<file path="src/hdl/sltd_pkg.sv">
// ----------------------------------------------------------------------------
// sltd_pkg
// Types and constants shared by the sync/length/trailer deframer.
// ----------------------------------------------------------------------------
package sltd_pkg;

  localparam int unsigned BYTE_W    = 8;
  localparam int unsigned PIDX_W    = 9;
  localparam int unsigned CFG_IDX_W = 2;

  localparam logic [BYTE_W-1:0] SYNC_RESET = 8'd70;
  localparam logic [BYTE_W-1:0] END_RESET  = 8'd69;

  typedef enum logic [CFG_IDX_W-1:0] {
    REG_SYNC_VALUE = 2'd0,
    REG_END_VALUE  = 2'd1
  } reg_idx_t;

  typedef enum logic [1:0] {
    KIND_PAYLOAD = 2'd0,
    KIND_GOOD    = 2'd1,
    KIND_BAD     = 2'd2
  } kind_t;

  typedef struct packed {
    kind_t             kind;
    logic [BYTE_W-1:0] data;
    logic              first;
    logic              last;
  } res_t;

endpackage

</file>
<file path="src/hdl/sltd_if.sv">
// ----------------------------------------------------------------------------
// sltd channel interfaces
// Valid/ready channels for received bytes, results and register writes.
// ----------------------------------------------------------------------------
interface sltd_byte_if;
  logic       valid;
  logic       ready;
  logic [7:0] rx_byte;
  modport source (output valid, output rx_byte, input ready);
  modport sink   (input valid, input rx_byte, output ready);
endinterface

interface sltd_res_if;
  logic       valid;
  logic       ready;
  logic [1:0] out_kind;
  logic [7:0] out_data;
  logic       frame_first;
  logic       payload_last;
  modport source (output valid, output out_kind, output out_data,
                  output frame_first, output payload_last, input ready);
  modport sink   (input valid, input out_kind, input out_data,
                  input frame_first, input payload_last, output ready);
endinterface

interface sltd_cfg_if;
  logic       valid;
  logic       ready;
  logic [1:0] idx;
  logic [7:0] data;
  modport source (output valid, output idx, output data, input ready);
  modport sink   (input valid, input idx, input data, output ready);
endinterface

</file>
<file path="src/hdl/sltd_fsm.sv">
// ----------------------------------------------------------------------------
// sltd_fsm
// Per-byte frame state machine: sync hunt, payload pass, trailer check.
// ----------------------------------------------------------------------------
module sltd_fsm #(
  parameter int unsigned SYNC_LEN     = 5,
  parameter int unsigned END_LEN      = 5,
  parameter int unsigned HEADER_EXTRA = 3
) (
  input  logic                  clk,
  input  logic                  rst_n,
  input  logic                  acc,
  input  logic [7:0]            rx_byte,
  input  logic [7:0]            sync_value,
  input  logic [7:0]            end_value,
  output logic                  res_valid,
  output sltd_pkg::res_t        res
);
  import sltd_pkg::*;

  localparam int unsigned MAX_LEN = (SYNC_LEN > END_LEN) ? SYNC_LEN : END_LEN;
  localparam int unsigned MC_W    = $clog2(MAX_LEN + 1);
  localparam logic [PIDX_W-1:0] HDR_LAST = PIDX_W'(HEADER_EXTRA - 1);
  localparam logic [PIDX_W-1:0] HDR_ADD  = PIDX_W'(HEADER_EXTRA);
  localparam logic [MC_W-1:0]   SYNC_N   = MC_W'(SYNC_LEN);
  localparam logic [MC_W-1:0]   END_N    = MC_W'(END_LEN);

  typedef enum logic [1:0] {
    PH_HUNT    = 2'd0,
    PH_PAYLOAD = 2'd1,
    PH_TRAILER = 2'd2
  } phase_t;

  phase_t              phase_r, phase_nxt;
  logic [MC_W-1:0]     mc_r, mc_nxt, mc_inc;
  logic [PIDX_W-1:0]   pidx_r, pidx_nxt;
  logic [PIDX_W-1:0]   ptot_r, ptot_nxt, tot_w;
  logic                ok_r, ok_nxt, ok_w;

  always_comb begin
    phase_nxt = phase_r;
    mc_nxt    = mc_r;
    pidx_nxt  = pidx_r;
    ptot_nxt  = ptot_r;
    ok_nxt    = ok_r;
    res_valid = 1'b0;
    res.kind  = KIND_PAYLOAD;
    res.data  = '0;
    res.first = 1'b0;
    res.last  = 1'b0;
    mc_inc    = mc_r + 1'b1;
    ok_w      = ok_r & (rx_byte == end_value);
    tot_w     = (pidx_r == HDR_LAST) ? (PIDX_W'(rx_byte) + HDR_ADD) : ptot_r;
    unique case (phase_r)
      PH_PAYLOAD: begin
        res_valid = 1'b1;
        res.data  = rx_byte;
        res.first = (pidx_r == '0);
        res.last  = (pidx_r >= HDR_LAST) &&
                    (({1'b0, pidx_r} + 1'b1) >= {1'b0, tot_w});
        ptot_nxt  = tot_w;
        if (res.last) begin
          phase_nxt = PH_TRAILER;
          mc_nxt    = '0;
          ok_nxt    = 1'b1;
          pidx_nxt  = '0;
        end else begin
          pidx_nxt = pidx_r + 1'b1;
        end
      end
      PH_TRAILER: begin
        if (mc_inc >= END_N) begin
          res_valid = 1'b1;
          res.kind  = ok_w ? KIND_GOOD : KIND_BAD;
          phase_nxt = PH_HUNT;
          mc_nxt    = '0;
          ok_nxt    = 1'b1;
          pidx_nxt  = '0;
          ptot_nxt  = '0;
        end else begin
          mc_nxt = mc_inc;
          ok_nxt = ok_w;
        end
      end
      default: begin
        phase_nxt = PH_HUNT;
        if (rx_byte == sync_value) begin
          if (mc_inc >= SYNC_N) begin
            phase_nxt = PH_PAYLOAD;
            mc_nxt    = '0;
            pidx_nxt  = '0;
            ptot_nxt  = '0;
          end else begin
            mc_nxt = mc_inc;
          end
        end else begin
          mc_nxt = '0;
        end
      end
    endcase
  end

  always_ff @(posedge clk) begin
    if (!rst_n) begin
      phase_r <= PH_HUNT;
      mc_r    <= '0;
      pidx_r  <= '0;
      ptot_r  <= '0;
      ok_r    <= 1'b1;
    end else if (acc) begin
      phase_r <= phase_nxt;
      mc_r    <= mc_nxt;
      pidx_r  <= pidx_nxt;
      ptot_r  <= ptot_nxt;
      ok_r    <= ok_nxt;
    end
  end

  a_end_clean: assert property (@(posedge clk) disable iff (!rst_n)
    (acc && res_valid && res.kind != KIND_PAYLOAD) |->
      (res.data == '0 && !res.first && !res.last))
    else $error("end request carries payload bits");

  a_trailer_idx: assert property (@(posedge clk) disable iff (!rst_n)
    (phase_r == PH_TRAILER) |-> (pidx_r == '0))
    else $error("payload index not cleared in trailer");

  a_hunt_count: assert property (@(posedge clk) disable iff (!rst_n)
    (phase_r == PH_HUNT) |-> (mc_r < SYNC_N))
    else $error("sync count reached limit while hunting");

endmodule

</file>
<file path="src/hdl/sltd_outq.sv">
// ----------------------------------------------------------------------------
// sltd_outq
// Two-entry result queue; decouples the byte input from result stalls.
// ----------------------------------------------------------------------------
module sltd_outq (
  input  logic           clk,
  input  logic           rst_n,
  input  logic           push,
  input  sltd_pkg::res_t push_res,
  output logic           can_take,
  output logic           out_valid,
  input  logic           out_ready,
  output sltd_pkg::res_t head
);
  import sltd_pkg::*;

  res_t       head_r, head_nxt;
  res_t       tail_r, tail_nxt;
  logic [1:0] cnt_r, cnt_nxt;
  logic       pop;

  assign pop       = (cnt_r != 2'd0) && out_ready;
  assign out_valid = (cnt_r != 2'd0);
  assign can_take  = (cnt_r != 2'd2);
  assign head      = head_r;

  always_comb begin
    head_nxt = head_r;
    tail_nxt = tail_r;
    cnt_nxt  = cnt_r;
    priority case (1'b1)
      push && pop: begin
        if (cnt_r == 2'd1) begin
          head_nxt = push_res;
        end else begin
          head_nxt = tail_r;
          tail_nxt = push_res;
        end
      end
      push: begin
        cnt_nxt = cnt_r + 2'd1;
        if (cnt_r == 2'd0) begin
          head_nxt = push_res;
        end else begin
          tail_nxt = push_res;
        end
      end
      pop: begin
        cnt_nxt  = cnt_r - 2'd1;
        head_nxt = tail_r;
      end
      default: begin
        cnt_nxt = cnt_r;
      end
    endcase
  end

  always_ff @(posedge clk) begin
    if (!rst_n) begin
      cnt_r <= 2'd0;
    end else begin
      cnt_r <= cnt_nxt;
    end
    head_r <= head_nxt;
    tail_r <= tail_nxt;
  end

  a_cnt_bound: assert property (@(posedge clk) disable iff (!rst_n)
    cnt_r != 2'd3)
    else $error("result queue count out of range");

  a_no_overflow: assert property (@(posedge clk) disable iff (!rst_n)
    !(push && cnt_r == 2'd2))
    else $error("push into full result queue");

  a_pop_only: assert property (@(posedge clk) disable iff (!rst_n)
    (pop && !push) |=> (cnt_r == $past(cnt_r) - 2'd1))
    else $error("result queue count wrong after pop");

endmodule

</file>
<file path="src/hdl/sync_length_trailer_deframer_core.sv">
// ----------------------------------------------------------------------------
// sync_length_trailer_deframer_core
// Byte-stream deframer: sync run, length-coded payload, checked trailer.
// ----------------------------------------------------------------------------
// in_ch : one received byte per request (valid/ready).
// out_ch: zero or one result per byte: payload byte (kind 0, with first and
//         last flags), or an end result after the last trailer byte, kind 1
//         for a good trailer and kind 2 for a bad one.
// cfg_ch: register writes, index 0 sync byte, index 1 end byte; always ready.
//         Write only while no frame is in flight.
// Throughput: one byte per cycle while the result queue has room. The frame
// state updates at the accepting edge, where the byte's result enters the queue.
// A two-entry result queue sits in front of out_ch: in_ch stays ready while
// the queue has room, so a stalled receiver blocks input only after two
// results are waiting.
// Reset (rst_n low, synchronous): hunting for sync, queue empty, registers
// back to 'F' and 'E'.
// ----------------------------------------------------------------------------
module sync_length_trailer_deframer_core #(
  parameter int unsigned SYNC_LEN     = 5,
  parameter int unsigned END_LEN      = 5,
  parameter int unsigned HEADER_EXTRA = 3
) (
  input logic         clk,
  input logic         rst_n,
  sltd_byte_if.sink   in_ch,
  sltd_res_if.source  out_ch,
  sltd_cfg_if.sink    cfg_ch
);
  import sltd_pkg::*;

  logic [BYTE_W-1:0] sync_value_r;
  logic [BYTE_W-1:0] end_value_r;
  logic              acc;
  logic              can_take;
  logic              res_valid;
  res_t              res;
  res_t              head;

  assign cfg_ch.ready = 1'b1;
  assign in_ch.ready  = can_take;
  assign acc          = in_ch.valid && can_take;

  always_ff @(posedge clk) begin
    if (!rst_n) begin
      sync_value_r <= SYNC_RESET;
      end_value_r  <= END_RESET;
    end else if (cfg_ch.valid) begin
      unique case (cfg_ch.idx)
        REG_SYNC_VALUE: sync_value_r <= cfg_ch.data;
        REG_END_VALUE:  end_value_r  <= cfg_ch.data;
        default: begin
          sync_value_r <= sync_value_r;
        end
      endcase
    end
  end

  sltd_fsm #(
    .SYNC_LEN     (SYNC_LEN),
    .END_LEN      (END_LEN),
    .HEADER_EXTRA (HEADER_EXTRA)
  ) u_fsm (
    .clk        (clk),
    .rst_n      (rst_n),
    .acc        (acc),
    .rx_byte    (in_ch.rx_byte),
    .sync_value (sync_value_r),
    .end_value  (end_value_r),
    .res_valid  (res_valid),
    .res        (res)
  );

  sltd_outq u_outq (
    .clk       (clk),
    .rst_n     (rst_n),
    .push      (acc && res_valid),
    .push_res  (res),
    .can_take  (can_take),
    .out_valid (out_ch.valid),
    .out_ready (out_ch.ready),
    .head      (head)
  );

  assign out_ch.out_kind     = head.kind;
  assign out_ch.out_data     = head.data;
  assign out_ch.frame_first  = head.first;
  assign out_ch.payload_last = head.last;

endmodule

</file>
<file path="src/flat_wrapper.sv">
// flat-port wrapper written by rule: the top's interface ports become plain ports
module sync_length_trailer_deframer_core_flat import sltd_pkg::*;
#(
  parameter int unsigned SYNC_LEN     = 5,
  parameter int unsigned END_LEN      = 5,
  parameter int unsigned HEADER_EXTRA = 3
)
  (clk, rst_n, in_ch_valid, in_ch_rx_byte, in_ch_ready, out_ch_valid, out_ch_out_kind, out_ch_out_data, out_ch_frame_first, out_ch_payload_last, out_ch_ready, cfg_ch_valid, cfg_ch_idx, cfg_ch_data, cfg_ch_ready);
  sltd_byte_if in_ch_i ();
  sltd_res_if out_ch_i ();
  sltd_cfg_if cfg_ch_i ();
  input logic clk;
  input logic rst_n;
  input wire logic [$bits(in_ch_i.valid)-1:0] in_ch_valid;
  input wire logic [$bits(in_ch_i.rx_byte)-1:0] in_ch_rx_byte;
  output wire logic [$bits(in_ch_i.ready)-1:0] in_ch_ready;
  output wire logic [$bits(out_ch_i.valid)-1:0] out_ch_valid;
  output wire logic [$bits(out_ch_i.out_kind)-1:0] out_ch_out_kind;
  output wire logic [$bits(out_ch_i.out_data)-1:0] out_ch_out_data;
  output wire logic [$bits(out_ch_i.frame_first)-1:0] out_ch_frame_first;
  output wire logic [$bits(out_ch_i.payload_last)-1:0] out_ch_payload_last;
  input wire logic [$bits(out_ch_i.ready)-1:0] out_ch_ready;
  input wire logic [$bits(cfg_ch_i.valid)-1:0] cfg_ch_valid;
  input wire logic [$bits(cfg_ch_i.idx)-1:0] cfg_ch_idx;
  input wire logic [$bits(cfg_ch_i.data)-1:0] cfg_ch_data;
  output wire logic [$bits(cfg_ch_i.ready)-1:0] cfg_ch_ready;
  assign in_ch_i.valid = in_ch_valid;
  assign in_ch_i.rx_byte = in_ch_rx_byte;
  assign in_ch_ready = in_ch_i.ready;
  assign out_ch_valid = out_ch_i.valid;
  assign out_ch_out_kind = out_ch_i.out_kind;
  assign out_ch_out_data = out_ch_i.out_data;
  assign out_ch_frame_first = out_ch_i.frame_first;
  assign out_ch_payload_last = out_ch_i.payload_last;
  assign out_ch_i.ready = out_ch_ready;
  assign cfg_ch_i.valid = cfg_ch_valid;
  assign cfg_ch_i.idx = cfg_ch_idx;
  assign cfg_ch_i.data = cfg_ch_data;
  assign cfg_ch_ready = cfg_ch_i.ready;
  sync_length_trailer_deframer_core #(.SYNC_LEN(SYNC_LEN), .END_LEN(END_LEN), .HEADER_EXTRA(HEADER_EXTRA)) u_core (.clk(clk), .rst_n(rst_n), .in_ch(in_ch_i), .out_ch(out_ch_i), .cfg_ch(cfg_ch_i));
endmodule
</file>
<file path="config.mk">
export PLATFORM = sky130hd
export DESIGN_NAME = sync_length_trailer_deframer_core_flat
export DESIGN_NICKNAME = d
export VERILOG_FILES = /design/src/hdl/sltd_pkg.sv /design/src/hdl/sltd_if.sv /design/src/hdl/sltd_fsm.sv /design/src/hdl/sltd_outq.sv /design/src/hdl/sync_length_trailer_deframer_core.sv /design/src/flat_wrapper.sv
export SDC_FILE = /design/constraint.sdc
export NUM_CORES = 1
export LEC_CHECK = 0
export BUFFER_PORTS_ARGS = -buffer_cell sky130_fd_sc_hd__buf_2
export CAP_MARGIN = 25
export CORE_AREA = 4 4 85 87
export CTS_CLUSTER_DIAMETER = 40
export DETAILED_ROUTE_END_ITERATION = 16
export DIE_AREA = 0 0 89 91
export PLACE_DENSITY = 0.89
export SLEW_MARGIN = 25
export SYNTH_ARGS = -nofsm -noshare
export SYNTH_HDL_FRONTEND = slang
export SYNTH_HIERARCHICAL = 1
export SYNTH_SLANG_ARGS = --single-unit
</file>
<file path="constraint.sdc">
create_clock -name clk -period 8.02 [get_ports clk]
set_clock_uncertainty 0.15 [all_clocks]
set_input_delay 0.401 -clock clk [delete_from_list [all_inputs] [get_ports clk]]
set_output_delay 0.401 -clock clk [all_outputs]
set_load 0.1 [all_outputs]
</file>
==> flow_summary_export.csv <==
group,metric,value,unit
outcome,status,"completed",
synthesis,synth_area,3826,um^2
clock_tree,clock_latency,340,ps
floorplan,die-width,89,um
synthesis,yosysTopAreaCell,"dfxtp_1",
layout,antenna_cells_inserted,0,
sta,fin_tns_setup,0,ps
clock_tree,clk_pin_slew,70,ps
floorplan,fp.dieH,91,um
grt,grt_overflow,0,
synthesis,synth_cells,383,
setup_path,slowest_delay,600,ps
drt,vias_per_cell,5.787,
layout,drive_gt1_frac,0.1855,
setup_path,cp_slowest_cell,"or3_1",
sta,period_share,0.5059,
floorplan,initial_core_util,0.6026,
setup_path,worst_setup_path_end_kind,"register",
power_and_ir_drop,p_leak,1.760,nW
synthesis,syn_avg_cell_area,9.990,um^2
drt,drcViolationCount,0,
floorplan,die_area,8099,um^2
grt,grt_pass1_vias,2725,
setup_path,cp_num_buf_inv,0,
synthesis,netlist.area_leader.share,0.2198,
synthesis,synthTopCellsByArea,"dfxtp_1 (22%), edfxtp_1 (19%), ha_1 (6.9%)",
synthesis,ys.flop_type,"dfxtp_1",
power_and_ir_drop,irDropWorstVdd,0.1613,mV
power_and_ir_drop,power,0.7398,mW
synthesis,synth_edf_count,24,
setup_path,path_class,"register to register",
sta,hold_viol_final,0,
min_path,min_path_type,"input port to register",
sta,finalSetupViolations,0,
setup_path,path_max_fanout,15,
clock_tree,clockRootBuffer,"clkbuf_8",
sta,finalCriticalPeriod,4057,ps
run,cap_violations,0,
layout,nFillCells,487,
floorplan,core-area,6350,um^2
drt,avgRoutedWirePerCell,15.97,um
setup_path,cp.required,8130,ps
drt,wl,7.858,mm
setup_path,cp-start-kind,"register",
clock_tree,numClockSinks,66,
drt,num_vias,2847,
layout,area_growth,9.908,%
setup_path,r2r_slack,3960,ps
clock_tree,clockBufferDepth,2,
synthesis,ys_seq_elements,66,
clock_tree,postCtsHoldBufs,0,
drt,detail-route-antenna-nets,0,
layout,multiInputGateArea,2096,um^2
sta,relSlewSlack,0.4600,
grt,grt_antenna_before_repair,0,
power_and_ir_drop,powerDensity,175.9,nW/um^2
clock_tree,post_cts_buffers,0,
synthesis,synth_cell_type_count,59,
placement,gp_congestion,0.8561,
clock_tree,htreeDepth,3,
setup_path,crit_chain,"or4_4, or3_1, mux2i_1, ha_1, a21o_1, a211oi_1, o2111ai_1, and2_1, or3_1, a21oi_1",
grt,grt_start_max_net_pins,41,
layout,layout_common_cells,"dfxtp_1 (42), buf_2 (36), nand2_1 (34), nor2_1 (26), edfxtp_1 (24)",
floorplan,rows,29,
placement,dp_hpwl,5.680,mm
setup_path,crit_path_frequent_cell,"or3_1",
grt,track_usage,0.1987,
setup_path,critPathArrivalTime,4170,ps
drt,drt_iter0_drc,154,
layout,layout.area.seq,1562,um^2
drt,drt_first_pass_iters,6,
clock_tree,cts_buffers,9,
grt,grt_pass1_wl,12.60,mm
synthesis,synthArstFlopShare,0,
sta,worstMarginPinSlew,794.3,ps
sta,grt_setup_unrepaired,"false",
synthesis,yosys_warnings,6,
sta,maxSlewViolCount,0,
layout,mostFrequentLayoutCell,"dfxtp_1",
clock_tree,cts_tree,"yes",
sta,max_freq,246.5,MHz
placement,io_buffer_count,36,
floorplan,ios,38,
layout,layout.nets,454,
synthesis,ys_seq_area_frac,0.4081,
clock_tree,ctsResizeCount,0,
setup_path,cp_top_family,"simple AND/OR/NAND/NOR gates",
synthesis,syn_nets,427,
==> flip-flops by register name, indices dropped and copies added, names as in the netlist <==
register              flops
u_core/end_value_r        8
u_core/sync_value_r       8
u_core/u_fsm/mc_r         3
u_core/u_fsm/ok_r         1
u_core/u_fsm/phase_r      2
u_core/u_fsm/pidx_r       9
u_core/u_fsm/ptot_r       9
u_core/u_outq/cnt_r       2
u_core/u_outq/head       12
u_core/u_outq/tail_r     12
==> layer usage <==
layer	vias to the layer above	wire length, um	track usage
li1	1407	-	-
met1	1332	3502	0.2637
met2	93	3753	0.3119
met3	15	467	0.05339
met4	0	134	0.06824
met5	-	0	0
==> worst register-to-register path: stages (launching register included) <==
cell and delay, ps:
dfxtp_1 370, or4_4 570, or3_1 600, mux2i_1 310
ha_1 310, a21o_1 210, a211oi_1 320, o2111ai_1 370
and2_1 300, or3_1 320, a21oi_1 140
==> worst paths after layout <==
kind | start | to | depth (start not counted)
setup / recovery | u_core/u_fsm/pidx_r[2]$_SDFFE_PN0P_ | u_core/u_fsm/pidx_r[0]$_SDFFE_PN0P_ | 10
hold / removal | cfg_ch_data[2] | u_core/sync_value_r[2]$_SDFFE_PN1P_ | 3
setup reg to reg | u_core/u_fsm/pidx_r[2]$_SDFFE_PN0P_ | u_core/u_fsm/pidx_r[0]$_SDFFE_PN0P_ | 10
hold reg to reg | u_core/sync_value_r[7]$_SDFFE_PN0P_ | u_core/sync_value_r[7]$_SDFFE_PN0P_ | 2
==> cell families (layout without fill, tap and decap cells) <==
kind of cell | count (synthesis) | after routing | synth area share
and+or+nand+nor | 127 | 127 | 0.1798
DFF | 66 | 66 | 0.4081
AOI/OAI and AO/OA | 57 | 57 | 0.1102
buffers and inverters | 42 | 74 | 0.04742
muxes | 37 | 37 | 0.1115
xor gates and xnor gates | 32 | 32 | 0.07325
adders and majority gates | 21 | 21 | 0.06867
other | 1 | 1 | 0.0009801
==> power breakdown <==
part	total (mW)	internal, mW	switching [mW]	leakage, nW
clock	0.264	0.141	0.122	0.0974
sequential	0.360	0.356	0.00458	0.565
combinational	0.116	0.0266	0.0891	1.10
total	0.740	0.524	0.216	1.76
==> area by class of cell <==
type,count,area share
clock buffer,10,0.03035
clock inverter,6,0.01369
inverter,21,0.01874
multi-input combinational,275,0.4984
sequential,66,0.3713
tap,77,0.02291
timing repair buffer,37,0.04463
==> per-stage QoR <==
| stage | cell area, um^2 | utilization | setup slack (ps) | std cells | hold slack [ps] |
|---|---|---|---|---|---|
| after floorplan | 3826 | - | 4442 | 383 | 296.3 |
| after global placement | 4008 | 0.6311 | 4292 | 476 | 307.9 |
| after detailed placement | 4011 | 0.6317 | 4083 | 476 | 315.2 |
| after CTS | 4197 | 0.6609 | 4071 | 492 | 149.0 |
| after global routing | 4205 | 0.6623 | 3833 | 492 | 155.3 |
| final | 4205 | 0.6623 | 3963 | 492 | 161.1 |
==> Yosys cell counts (6+ instances only) <==
master and n:
edfxtp_1 24, nand2_1 34, inv_1 21, nor2b_1 9, mux2_4 10, a2bb2oi_1 7, mux2i_1 24, a21oi_1 16
ha_1 21, nand4_1 6, clkbuf_1 14, xnor2_1 19, nor2_1 26, dfxtp_1 42, xor2_1 13, and2_1 10
Note: power is estimated with default switching activity, not from simulation.
